[config.mk]
export PLATFORM = sky130hd
export DESIGN_NAME = bounded_deque_with_match_removal
export DESIGN_NICKNAME = d
export VERILOG_FILES = /design/src/design/dq_pkg.sv /design/src/design/bounded_deque_with_match_removal.sv /design/src/design/dq_ram.sv /design/src/design/dq_ctrl.sv /design/src/design/dq_dpath.sv
export SDC_FILE = /design/constraint.sdc
export NUM_CORES = 1
export LEC_CHECK = 0
export BUFFER_PORTS_ARGS = -buffer_cell sky130_fd_sc_hd__buf_2
export CAP_MARGIN = 20
export CORE_MARGIN = 5
export CORE_UTILIZATION = 60
export CTS_CLUSTER_SIZE = 40
export DETAILED_ROUTE_END_ITERATION = 8
export PLACE_DENSITY = 0.81
export SYNTH_ARGS = -nofsm -noshare
export SYNTH_HDL_FRONTEND = slang
export SYNTH_HIERARCHICAL = 1
export SYNTH_SLANG_ARGS = --single-unit
[constraint.sdc]
create_clock -name clk -period 5.5 [get_ports clk]
set_input_delay 1.65 -clock clk [delete_from_list [all_inputs] [get_ports clk]]
set_output_delay 1.65 -clock clk [all_outputs]
set_load 0.1 [all_outputs]
[src/design/dq_pkg.sv]
// ----------------------------------------------------------------------------
// dq_pkg
// Shared constants, codes, command and status types for the bounded deque.
// ----------------------------------------------------------------------------
package dq_pkg;

  // Storage geometry
  localparam int DEPTH      = 16;
  localparam int DATA_WIDTH = 32;
  localparam int IDX_W      = $clog2(DEPTH);
  localparam int CNT_W      = $clog2(DEPTH + 1);
  localparam int SUM_W      = CNT_W + 1;

  // Fixed field widths on the stream ports
  localparam int OP_W       = 3;
  localparam int WORD_W     = 32;
  localparam int STATUS_W   = 2;
  localparam int COUNT_W    = 5;
  localparam int IN_TDATA_W  = 40;
  localparam int OUT_TDATA_W = 40;

  // Operation codes
  localparam logic [OP_W-1:0] OP_PUSH_FRONT = 3'd0;
  localparam logic [OP_W-1:0] OP_PUSH_BACK  = 3'd1;
  localparam logic [OP_W-1:0] OP_POP_FRONT  = 3'd2;
  localparam logic [OP_W-1:0] OP_POP_BACK   = 3'd3;
  localparam logic [OP_W-1:0] OP_REMOVE     = 3'd4;

  // Status codes
  localparam logic [STATUS_W-1:0] ST_OK      = 2'd0;
  localparam logic [STATUS_W-1:0] ST_EMPTY   = 2'd1;
  localparam logic [STATUS_W-1:0] ST_FULL    = 2'd2;
  localparam logic [STATUS_W-1:0] ST_NOMATCH = 2'd3;

  // Controller to datapath commands
  typedef struct packed {
    logic capture;
    logic decode;
    logic pop_load;
    logic walk;
    logic finish;
    logic load_out;
  } dq_cmd_t;

  // Datapath to controller status
  typedef struct packed {
    logic pop_go;
    logic remove_go;
    logic walk_last;
    logic out_free;
  } dq_stat_t;

  // Ring slot at an offset from a base index, wrapping at DEPTH
  function automatic logic [IDX_W-1:0] slot_add(input logic [IDX_W-1:0] base,
                                                input logic [CNT_W-1:0] off);
    logic [SUM_W-1:0] sum;
    sum = SUM_W'(base) + SUM_W'(off);
    if (sum >= SUM_W'(DEPTH)) begin
      sum = sum - SUM_W'(DEPTH);
    end
    return sum[IDX_W-1:0];
  endfunction

endpackage

[src/design/bounded_deque_with_match_removal.sv]
// Sequence: an item is captured and decoded; a pop then reads the RAM, a remove walks
//   the held entries, one held entry walked per cycle; the result then goes to the output register.
// A new item is taken only after the last result is in the output register, and not
//   while a finished result waits for m_axis_tready.
// Reset: rst (synchronous) empties the queue; no RAM clearing pass is needed.
// ----------------------------------------------------------------------------
// bounded_deque_with_match_removal
// Bounded double-ended queue in a ring RAM with push/pop at both ends and
// removal of every entry equal to a key, keeping the order of the rest.
// ----------------------------------------------------------------------------
module bounded_deque_with_match_removal
  import dq_pkg::*;
(
  input  logic                   clk,
  input  logic                   rst,
  input  logic                   s_axis_tvalid,
  output logic                   s_axis_tready,
  input  logic [IN_TDATA_W-1:0]  s_axis_tdata,  // op[2:0], data_word[34:3], zero pad
  output logic                   m_axis_tvalid,
  input  logic                   m_axis_tready,
  output logic [OUT_TDATA_W-1:0] m_axis_tdata   // result_word[31:0], status[33:32],
                                                // entry_count[38:34], is_empty[39]
);

  dq_cmd_t  cmd;
  dq_stat_t stat;

  dq_ctrl u_ctrl (
    .clk      (clk),
    .rst      (rst),
    .in_valid (s_axis_tvalid),
    .in_ready (s_axis_tready),
    .stat     (stat),
    .cmd      (cmd)
  );

  dq_dpath u_dpath (
    .clk       (clk),
    .rst       (rst),
    .cmd       (cmd),
    .stat      (stat),
    .in_data   (s_axis_tdata),
    .out_valid (m_axis_tvalid),
    .out_ready (m_axis_tready),
    .out_data  (m_axis_tdata)
  );

endmodule

[src/design/dq_ram.sv]
// ----------------------------------------------------------------------------
// dq_ram
// Generic single-write, single-read RAM with registered read data.
// ----------------------------------------------------------------------------
module dq_ram #(
  parameter int WIDTH = 32,
  parameter int DEPTH = 16
) (
  input  logic                     clk,
  input  logic                     wr_en,
  input  logic [$clog2(DEPTH)-1:0] wr_addr,
  input  logic [WIDTH-1:0]         wr_data,
  input  logic                     rd_en,
  input  logic [$clog2(DEPTH)-1:0] rd_addr,
  output logic [WIDTH-1:0]         rd_data
);

  logic [WIDTH-1:0] mem [DEPTH];

  // Write port
  always_ff @(posedge clk) begin
    if (wr_en) begin
      mem[wr_addr] <= wr_data;
    end
  end

  // Registered read port
  always_ff @(posedge clk) begin
    if (rd_en) begin
      rd_data <= mem[rd_addr];
    end
  end

endmodule

[src/design/dq_ctrl.sv]
// ----------------------------------------------------------------------------
// dq_ctrl
// Controller state machine: sequences decode, pop read, removal walk and
// result hand-off for one operation at a time.
// ----------------------------------------------------------------------------
module dq_ctrl
  import dq_pkg::*;
(
  input  logic     clk,
  input  logic     rst,
  input  logic     in_valid,
  output logic     in_ready,
  input  dq_stat_t stat,
  output dq_cmd_t  cmd
);

  typedef enum logic [5:0] {
    S_IDLE   = 6'b000001,
    S_DECODE = 6'b000010,
    S_POP    = 6'b000100,
    S_WALK   = 6'b001000,
    S_FIN    = 6'b010000,
    S_DONE   = 6'b100000
  } state_t;

  state_t state;
  state_t state_next;

  // State register
  always_ff @(posedge clk) begin
    if (rst) begin
      state <= S_IDLE;
    end else begin
      state <= state_next;
    end
  end

  assign in_ready = (state == S_IDLE);

  // Next state and commands
  always_comb begin
    state_next = state;
    cmd        = '0;
    unique case (state)
      S_IDLE: begin
        if (in_valid) begin
          cmd.capture = 1'b1;
          state_next  = S_DECODE;
        end
      end
      S_DECODE: begin
        cmd.decode = 1'b1;
        if (stat.remove_go) begin
          state_next = S_WALK;
        end else if (stat.pop_go) begin
          state_next = S_POP;
        end else begin
          state_next = S_DONE;
        end
      end
      S_POP: begin
        cmd.pop_load = 1'b1;
        state_next   = S_DONE;
      end
      S_WALK: begin
        cmd.walk = 1'b1;
        if (stat.walk_last) begin
          state_next = S_FIN;
        end
      end
      S_FIN: begin
        cmd.finish = 1'b1;
        state_next = S_DONE;
      end
      S_DONE: begin
        if (stat.out_free) begin
          cmd.load_out = 1'b1;
          state_next   = S_IDLE;
        end
      end
      default: begin
        state_next = S_IDLE;
      end
    endcase
  end

endmodule

[src/design/dq_dpath.sv]
// ----------------------------------------------------------------------------
// dq_dpath
// Datapath: ring pointers, ring RAM, removal walk with compaction and the
// output register.
// ----------------------------------------------------------------------------
module dq_dpath
  import dq_pkg::*;
(
  input  logic                   clk,
  input  logic                   rst,
  input  dq_cmd_t                cmd,
  output dq_stat_t               stat,
  input  logic [IN_TDATA_W-1:0]  in_data,
  output logic                   out_valid,
  input  logic                   out_ready,
  output logic [OUT_TDATA_W-1:0] out_data
);

  logic [OP_W-1:0]       op_r;
  logic [DATA_WIDTH-1:0] word_r;
  logic [IDX_W-1:0]      head;
  logic [CNT_W-1:0]      occ;
  logic [CNT_W-1:0]      rd_idx;
  logic [CNT_W-1:0]      kept;
  logic                  found;
  logic [DATA_WIDTH-1:0] result;
  logic [STATUS_W-1:0]   status;

  logic                  is_full;
  logic                  is_emp;
  logic                  is_match;
  logic                  walk_last;
  logic [IDX_W-1:0]      head_dec;

  logic                  wr_en;
  logic [IDX_W-1:0]      wr_addr;
  logic [DATA_WIDTH-1:0] wr_data;
  logic                  rd_en;
  logic [IDX_W-1:0]      rd_addr;
  logic [DATA_WIDTH-1:0] rd_data;

  assign is_full   = (occ == CNT_W'(DEPTH));
  assign is_emp    = (occ == '0);
  assign is_match  = (rd_data == word_r);
  assign walk_last = (rd_idx == occ);
  assign head_dec  = (head == '0) ? IDX_W'(DEPTH - 1) : head - 1'b1;

  // Status to the controller
  always_comb begin
    stat.pop_go    = ((op_r == OP_POP_FRONT) || (op_r == OP_POP_BACK)) && !is_emp;
    stat.remove_go = (op_r == OP_REMOVE) && !is_emp;
    stat.walk_last = walk_last;
    stat.out_free  = !out_valid || out_ready;
  end

  // RAM access
  always_comb begin
    wr_en   = 1'b0;
    wr_addr = '0;
    wr_data = word_r;
    rd_en   = 1'b0;
    rd_addr = '0;
    if (cmd.decode) begin
      unique case (op_r)
        OP_PUSH_FRONT: begin
          wr_en   = !is_full;
          wr_addr = head_dec;
        end
        OP_PUSH_BACK: begin
          wr_en   = !is_full;
          wr_addr = slot_add(head, occ);
        end
        OP_POP_FRONT: begin
          rd_en   = !is_emp;
          rd_addr = head;
        end
        OP_POP_BACK: begin
          rd_en   = !is_emp;
          rd_addr = slot_add(head, occ - 1'b1);
        end
        OP_REMOVE: begin
          rd_en   = !is_emp;
          rd_addr = head;
        end
        default: begin
          rd_en = 1'b0;
        end
      endcase
    end else if (cmd.walk) begin
      // Move a kept entry down to its compacted slot, fetch the next one
      wr_en   = !is_match;
      wr_addr = slot_add(head, kept);
      wr_data = rd_data;
      rd_en   = !walk_last;
      rd_addr = slot_add(head, rd_idx);
    end
  end

  dq_ram #(
    .WIDTH (DATA_WIDTH),
    .DEPTH (DEPTH)
  ) u_ram (
    .clk     (clk),
    .wr_en   (wr_en),
    .wr_addr (wr_addr),
    .wr_data (wr_data),
    .rd_en   (rd_en),
    .rd_addr (rd_addr),
    .rd_data (rd_data)
  );

  // Ring pointers
  always_ff @(posedge clk) begin
    if (rst) begin
      head <= '0;
      occ  <= '0;
    end else if (cmd.decode) begin
      unique case (op_r)
        OP_PUSH_FRONT: begin
          if (!is_full) begin
            head <= head_dec;
            occ  <= occ + 1'b1;
          end
        end
        OP_PUSH_BACK: begin
          if (!is_full) begin
            occ <= occ + 1'b1;
          end
        end
        OP_POP_FRONT: begin
          if (!is_emp) begin
            head <= slot_add(head, CNT_W'(1));
            occ  <= occ - 1'b1;
          end
        end
        OP_POP_BACK: begin
          if (!is_emp) begin
            occ <= occ - 1'b1;
          end
        end
        default: begin
          occ <= occ;
        end
      endcase
    end else if (cmd.finish) begin
      occ <= kept;
    end
  end

  // Operation payload, walk counters and result
  always_ff @(posedge clk) begin
    if (cmd.capture) begin
      op_r   <= in_data[OP_W-1:0];
      word_r <= DATA_WIDTH'(in_data[OP_W +: WORD_W]);
    end
    if (cmd.decode) begin
      result <= '0;
      rd_idx <= CNT_W'(1);
      kept   <= '0;
      found  <= 1'b0;
      unique case (op_r)
        OP_PUSH_FRONT, OP_PUSH_BACK: status <= is_full ? ST_FULL : ST_OK;
        OP_POP_FRONT, OP_POP_BACK, OP_REMOVE: status <= is_emp ? ST_EMPTY : ST_OK;
        default: status <= ST_OK;
      endcase
    end else if (cmd.pop_load) begin
      result <= rd_data;
    end else if (cmd.walk) begin
      if (is_match) begin
        found  <= 1'b1;
        result <= rd_data;
      end else begin
        kept <= kept + 1'b1;
      end
      if (!walk_last) begin
        rd_idx <= rd_idx + 1'b1;
      end
    end else if (cmd.finish) begin
      status <= found ? ST_OK : ST_NOMATCH;
    end
  end

  // Output register
  always_ff @(posedge clk) begin
    if (rst) begin
      out_valid <= 1'b0;
    end else if (cmd.load_out) begin
      out_valid <= 1'b1;
    end else if (out_ready) begin
      out_valid <= 1'b0;
    end
  end

  always_ff @(posedge clk) begin
    if (cmd.load_out) begin
      out_data <= {(occ == '0), COUNT_W'(occ), status, WORD_W'(result)};
    end
  end

endmodule

After elaboration in Yosys (flattened, before gate mapping)
Memories as Yosys holds them, arrays and structs flattened. A register that Yosys moved wholly into a read port is not among the register bits. Index checks and enable logic that the tools add are counted.

Add/subtract/negate cells: 15. Multiply operators: 0. Divide/modulo/power cells: 0. $lt $le $gt $ge: 5. Equal/unequal tests: 23. Shifts and indexed selects: 0. Mux-type cells: 57. Bitwise gates (word level): 3. Reductions and logical operators: 30.

Operators by type and width (number): 32-bit two-way mux (5); 4-bit two-way mux (12); 32-bit == test (1); 6-bit two-way mux (5); 6-bit case mux with 5 select lines (1); 4-bit by 5-bit adder with 6-bit output (4); 6-bit by 5-bit >= comparator with 1-bit output, second input constant (4); 4-bit case mux with 2 select lines (3); 4-bit by 1-bit subtractor with 4-bit output, second input constant (6); 5-bit two-way mux (4); 1-bit two-way mux (19); 5-bit by 1-bit adder with 5-bit output, second input constant (3); 3-bit AND reduction (5); 2-bit two-way mux (6); 5-bit case mux with 2 select lines (1); 2-bit nonzero test (5); 3-bit != test, second input constant (3); 2-bit != test, second input constant (4); 4-bit AND reduction (2); 2-bit OR reduction (4); 3-bit by 2-bit == test with 1-bit output, second input constant (2); 6-bit by 1-bit == test with 1-bit output, second input constant (1); 6-bit by 2-bit == test with 1-bit output, second input constant (1); 6-bit by 3-bit == test with 1-bit output, second input constant (1); other kinds (21) (31).

Flip-flop bits (word level): 136. Bits in latches: 0. RAM bits: 512. Memory bits (read-only): 0. Output and inout port bits: 42. Logic and storage cells: 146. Memories: 1.

Memory list: u_dpath.u_ram.mem (words 16, width 32, read ports 1, clocked after memory_dff 1, wr ports 1, RTL line dq_ram.sv:18) `logic [WIDTH-1:0] mem [DEPTH];`.

Longest topological paths before layout
Gate-level depths: netlist (run 1).

Depth after elaboration: 6. Gate-level depth with buffers: 15.

By module
Netlist (run 1), hierarchy kept.

By module, submodules not included: dq_ram (times used 1, cells each 838, area an instance 20156.8 µm²); dq_dpath (times used 1, cells each 744, area an instance 7120.6 µm²); dq_ctrl (times used 1, cells each 48, area an instance 412.9 µm²).

Least setup slack after synthesis (run 1)
OpenSTA, ideal clock, no wires.

Kind: register -> register. From: reg u_ctrl.state[2]. To: mem u_dpath.u_ram.mem[0][0], enable pin. Setup time: 0.461 ns. Arrival time: 4.447 ns. Required time: 5.039 ns. Setup slack: 0.592 ns. Cell stages (with the launch flop): 12. Buffers on the path: 3. Period minus slack after synthesis: 4.908 ns. Path through: dfxtp_1 buf_6 nor3_1 and3_1 buf_2 nand2b_1 or2_2 clkbuf_1 a21oi_1 or2_1 or3b_2 nor3_1.

RTL lines: start: declaration (RTL line dq_ctrl.sv:26) `state_t state;`; start signal: assignment (RTL line dq_ctrl.sv:34) `state <= state_next;`; end: declaration (RTL line dq_ram.sv:18).

==> results.yml, run 1 <==
critical_path:
  critPathArrivalTime_ns: 4.35
  critPathKind: "flip-flop to flip-flop"
  crit_fanout: 38
  required_ns: 5.74
  cp-start-kind: "flip-flop"
  endpoint_kind: "flip-flop"
global_routing:
  grtUsageTotal_pct: 25.9
  grt_max_degree: 81
  grt_pass1_wl_um: 98400
  antenna_found_initial: 0
  grt_overflow: 0
  grt_pass1_vias: 15971
synthesis:
  syn-num-nets: 1697
  synth_commonest_cells: "edfxtp_1, nand2_1, mux4_2, a22oi_1, nor3b_1"
  yosys.area_share.adder_pct: 1.15
  yosysTopAreaCellShare_pct: 67.3
  ys_warn_count: 6
  synth_area_per_cell_um2: 17.0
  ys_seq_area_share_pct: 71.6
  synthTopCellsByArea: "edfxtp_1, mux4_2, dfxtp_1, nand2_1, a22oi_1"
  async_reset_ff_share_pct: 0
  synthXorXnorAreaFrac_pct: 1.93
  synth-compound-area-share_pct: 4.84
  syn-instance-count: 1630
  synth_top_family_by_area: "multiplexers"
  yosys.cell_types.count: 56
  synthMuxAreaShare_pct: 10.7
  synth_area_leader_cell: "edfxtp_1"
  synth_edf_count: 621
  synth_most_common_cell: "edfxtp_1"
  ys.flop_type: "edfxtp_1"
  synth-seq-cells: 680
  synth_area_um2: 27700
  synth-simple-area-share_pct: 7.61
clock_tree:
  clk_latency_ns: 0.60
  clock_sinks: 680
  post-cts-setup-buffers: 0
  cts_made_buffers: 70
  clk_pin_slew_worst_paths_ns: 0.06
  clockBufferDepth: 3
  ctsResizeCount: 0
  cts_tree: "built"
  htreeDepth: 3
  hold_buffers: 0
  cts-root-buf: "clkbuf_16"
finish:
  postLayoutCellArea_um2: 31000
  nFillCells: 2846
  multi_input_area_um2: 7450
  area.growth.synth_to_final_pct: 12.0
  regArea_um2: 19800
  drive_above_1_share_pct: 22.2
  fin_util_pct: 68.2
  diodes: 0
  fin_nets: 1783
route:
  vias: 15875
  wirelength_um: 65500
  post_drt_wl_per_cell_um: 27.6
  first_pass_iters: 6
  vias_per_cell: 6.69
  drc: 0
  drt_iter0_drc: 2779
  ant_nets: 0
place:
  numPortBuffers: 80
  dp_hpwl_um: 36000
  routabilityCongestion: 0.802
  dpl_cell_area_um2: 28800
  post-place-ws_ns: 1.50
sta:
  finalClockSkew_ns: 0.0367
  finalSetupTns_ns: 0
  postLayoutSetupSlackWorst_ns: 1.39
  final_period_minus_worst_setup_slack_ns: 4.11
  finalSetupViolCount: 0
  finalHoldViolCount: 0
  worstMarginPinSlew_ns: 1.17
  fmax_mhz: 243
  min_period_over_period_pct: 74.8
  relSlewSlack_pct: 21.7
  slew_violations: 0
  grt_setup_unrepaired: "no"
floorplan:
  core-area_um2: 45500
  die_h_um: 225
  io_pins: 86
  initial_utilization_pct: 60.9
  die-area_um2: 50500
  die_w_um: 225
  rows: 78
job:
  cap_violations: 0
worst_hold_path:
  worst_hold_path_type: "flip-flop to flip-flop"
outcome:
  status: "completed"
power_and_ir_drop:
  vdd_drop_max_mv: 0.262
  p_leak_nw: 9.99
  power_density_nw_per_um2: 350
-- cell usage in the layout (no fill, tap or decap), types with 15 or more instances in the layout --
cell type / netlist / routed
a31oi_1: 33 / 33
inv_1: 15 / 15
ha_1: 19 / 19
a21oi_1: 27 / 27
clkbuf_1: 51 / 15
buf_4: 13 / 37
xor2_1: 40 / 40
mux4_2: 128 / 128
nand4_1: 37 / 37
a22oi_1: 68 / 68
o21ai_0: 46 / 43
nor3b_1: 65 / 65
buf_2: 21 / 80
nand2_1: 154 / 154
nand3_1: 38 / 38
xnor2_1: 21 / 21
dfxtp_1: 59 / 59
clkbuf_16: 0 / 73
edfxtp_1: 621 / 621
nor2_1: 39 / 26
-- path summary, 6_finish.rpt --
path,from,end,slack [ns],cells after the start
setup / recovery,u_ctrl/state[2],u_dpath/u_ram/mem[11][0],1.39,9
hold / removal,u_dpath/status[0],u_dpath/out_data[32],0.42,0
setup reg to reg,u_ctrl/state[2],u_dpath/u_ram/mem[11][0],1.39,9
hold reg to reg,u_dpath/status[0],u_dpath/out_data[32],0.42,0
-- registers in the layout (all words and copies together) (netlist names) --
register and flops:
u_ctrl/state 6, u_dpath/rd_idx 5, u_dpath/out_valid 1, u_dpath/op_r 3, u_dpath/result 32, u_dpath/occ 5
u_dpath/status 2, u_dpath/kept 5, u_dpath/u_ram/mem 512, u_dpath/word_r 32, u_dpath/head 4, u_dpath/out_data 40
u_dpath/found 1, u_dpath/u_ram/rd_data 32
-- power by group --
part / internal, mW / switching, mW
clock network: 2.52 / 1.94
registers: 5.78 / 0.0656
logic: 0.169 / 0.381
total: 8.46 / 2.39
-- routing by layer --
metal	GRT usage, %	share of wire [%]	vias up
li1	-	-	6649
met1	35.7	37	8031
met2	42.2	49	1016
met3	5.13	11	179
met4	9.23	3.5	0
met5	0	0	-
-- area by class of cell --
type	count	share of cell area [%]
sequential	680	63.9
multi-input combinational	828	24.0
clock buffer	90	6.16
timing repair buffer	121	2.49
tap	600	2.42
clock inverter	40	0.787
inverter	15	0.182
-- cell families after synthesis --
logic type                 after synthesis
AOI/OAI and AO/OA                      204
xor gates and xnor gates                61
adders and majority gates               23
buffers and inverters                  122
DFF                                    680
muxes                                  137
and+or+nand+nor                        403
-- worst max-delay path, cell delays in order (launching register included) --
cell and delay [ns]:
dfxtp_1 0.40, nor3_1 0.31, and3_2 0.45, inv_1 0.10, nand2_1 0.08, buf_4 0.50
o22ai_1 0.26, nand3b_1 0.45, nor2_4 0.71, buf_4 0.50
-- per-stage QoR --
step                instances  hold WS (ns)  power [mW]
floorplan                1630         0.400        6.30
global placement         2241         0.403        6.45
detailed placement       2242         0.407        6.49
CTS                      2372         0.421        10.9
global route             2374         0.440        11.2
finish                   2374         0.422        10.9
Power figures use the tool's default switching activity.
==> run 2, diff against run 1 <==
Clock period 5.5 ns to 4.05 ns, I/O delays scaled along.
==> results.yml, run 2 (same netlist as run 1, synthesis figures left out) <==
outcome:
  status: "completed"
clock_tree:
  clockBufferDepth: 3
  hold_buffers: 0
  ctsResizeCount: 0
  cts_made_buffers: 69
  clock_sinks: 680
  clk_latency_ns: 0.61
  post-cts-setup-buffers: 0
  htreeDepth: 3
  cts_tree: "built"
  cts-root-buf: "clkbuf_16"
  clk_pin_slew_worst_paths_ns: 0.06
route:
  ant_nets: 0
  vias: 16028
  wirelength_um: 67300
  vias_per_cell: 6.70
  post_drt_wl_per_cell_um: 28.1
  first_pass_iters: 6
  drc: 0
  drt_iter0_drc: 2784
floorplan:
  initial_utilization_pct: 60.9
  core-area_um2: 45500
  die-area_um2: 50500
  die_h_um: 225
  rows: 78
  die_w_um: 225
  io_pins: 86
sta:
  min_period_over_period_pct: 93.2
  fmax_mhz: 265
  finalSetupTns_ns: 0
  finalHoldViolCount: 0
  postLayoutSetupSlackWorst_ns: 0.277
  worstMarginPinSlew_ns: 0.923
  slew_violations: 0
  final_period_minus_worst_setup_slack_ns: 3.77
  relSlewSlack_pct: 38.4
  finalClockSkew_ns: 0.0302
  grt_setup_unrepaired: "no"
  finalSetupViolCount: 0
job:
  cap_violations: 0
power_and_ir_drop:
  p_int_mw: 11.6
  switching_power_mw: 3.24
  p_clk_share_pct: 41.5
  swShare_pct: 21.8
  pwr-share-comb_pct: 5.1
  power_density_nw_per_um2: 473
  p_leak_nw: 10.2
  power_mw: 14.9
  p_seq_share_pct: 53.4
  vdd_drop_max_mv: 0.385
worst_hold_path:
  hold_path_depth: 0
  worst_hold_path_type: "flip-flop to flip-flop"
critical_path:
  cp-start-kind: "flip-flop"
  critPathArrivalTime_ns: 3.99
  required_ns: 4.27
  endpoint_kind: "flip-flop"
  critPathKind: "flip-flop to flip-flop"
  crit_fanout: 28
  rrSetupSlack_ns: 0.28
  reg2reg_depth: 8
finish:
  drive_above_1_share_pct: 23.0
  regMostFlops: "u_dpath/u_ram/mem"
  fin_nets: 1809
  final_cell_mix: "edfxtp_1, nand2_1, mux4_2"
  diodes: 0
  top_regs: "u_dpath/u_ram/mem (512), u_dpath/out_data (40)"
  final_common_cell: "edfxtp_1"
  fin_util_pct: 69.1
  largest_reg_flops: 512
  nFillCells: 2759
  area.growth.synth_to_final_pct: 13.4
global_routing:
  grt_pass1_vias: 16057
  antenna_found_initial: 0
  grtUsageTotal_pct: 26.7
  grt_max_degree: 65
  grt_pass1_wl_um: 100000
  grt_overflow: 0
place:
  dp_hpwl_um: 38900
  routabilityCongestion: 0.861
  numPortBuffers: 80
  post-place-ws_ns: 0.380
run 2: changes by cell type in the layout (fill, tap and decap cells not counted), sizes merged:
cell      before  now
bufinv         1    5
buf          121  148
clkinvlp       7    0
inv           20   18
clkbuf        90   86
run 2: layer usage:
metal  share of wire [%]  track usage [%]  wire length [um]
met4                 4.4             11.0              2950
met1                  36             36.2             24000
met2                  48             42.1             32200
met3                  12             7.05              8260
met5                   0                0                 0
run 2: cell type report:
cell class,instances,area [um2],share of cell area (%)
clock inverters,35,324,1.03
inverters,15,56.3,0.179
well taps,600,751,2.39
clock buffers,86,1840,5.87
flip-flops and latches,680,19800,63.1
repair buffers,148,1130,3.59
multi-input cells,828,7480,23.8
run 2: power by group through the flow:
stage | clock [mW] | combinational, mW | sequential, mW
finish | 6.17 | 0.753 | 7.94
global route | 6.57 | 0.817 | 7.94
CTS | 6.24 | 0.742 | 7.94
detailed placement | 0 | 0.730 | 8.08
global placement | 0 | 0.690 | 8.08
floorplan | 0 | 0.504 | 8.06
run 2: final timing paths:
check / endpoint / startpoint
hold / removal: u_dpath/out_data[32] / u_dpath/status[0]
setup reg to reg: u_dpath/u_ram/mem[9][24] / u_ctrl/state[2]
hold reg to reg: u_dpath/out_data[32] / u_dpath/status[0]
setup / recovery: u_dpath/u_ram/mem[9][24] / u_ctrl/state[2]
run 2: through the flow:
step / std cells / area (um2) / hold slack (ns)
floorplan: 1630 / 27700 / 0.400
global placement: 2269 / 29200 / 0.415
detailed placement: 2269 / 29200 / 0.407
CTS: 2390 / 31400 / 0.422
global route: 2392 / 31400 / 0.444
finish: 2392 / 31400 / 0.424
run 2: worst max-delay path, cell delays in order, from the launching register on:
cell	delay (ns)
dfxtp_1	0.48
nor3_1	0.12
and3_2	0.27
inv_1	0.45
nand2_1	0.40
o22ai_1	0.38
nand3b_1	0.41
nor2_4	0.32
buf_4	0.53
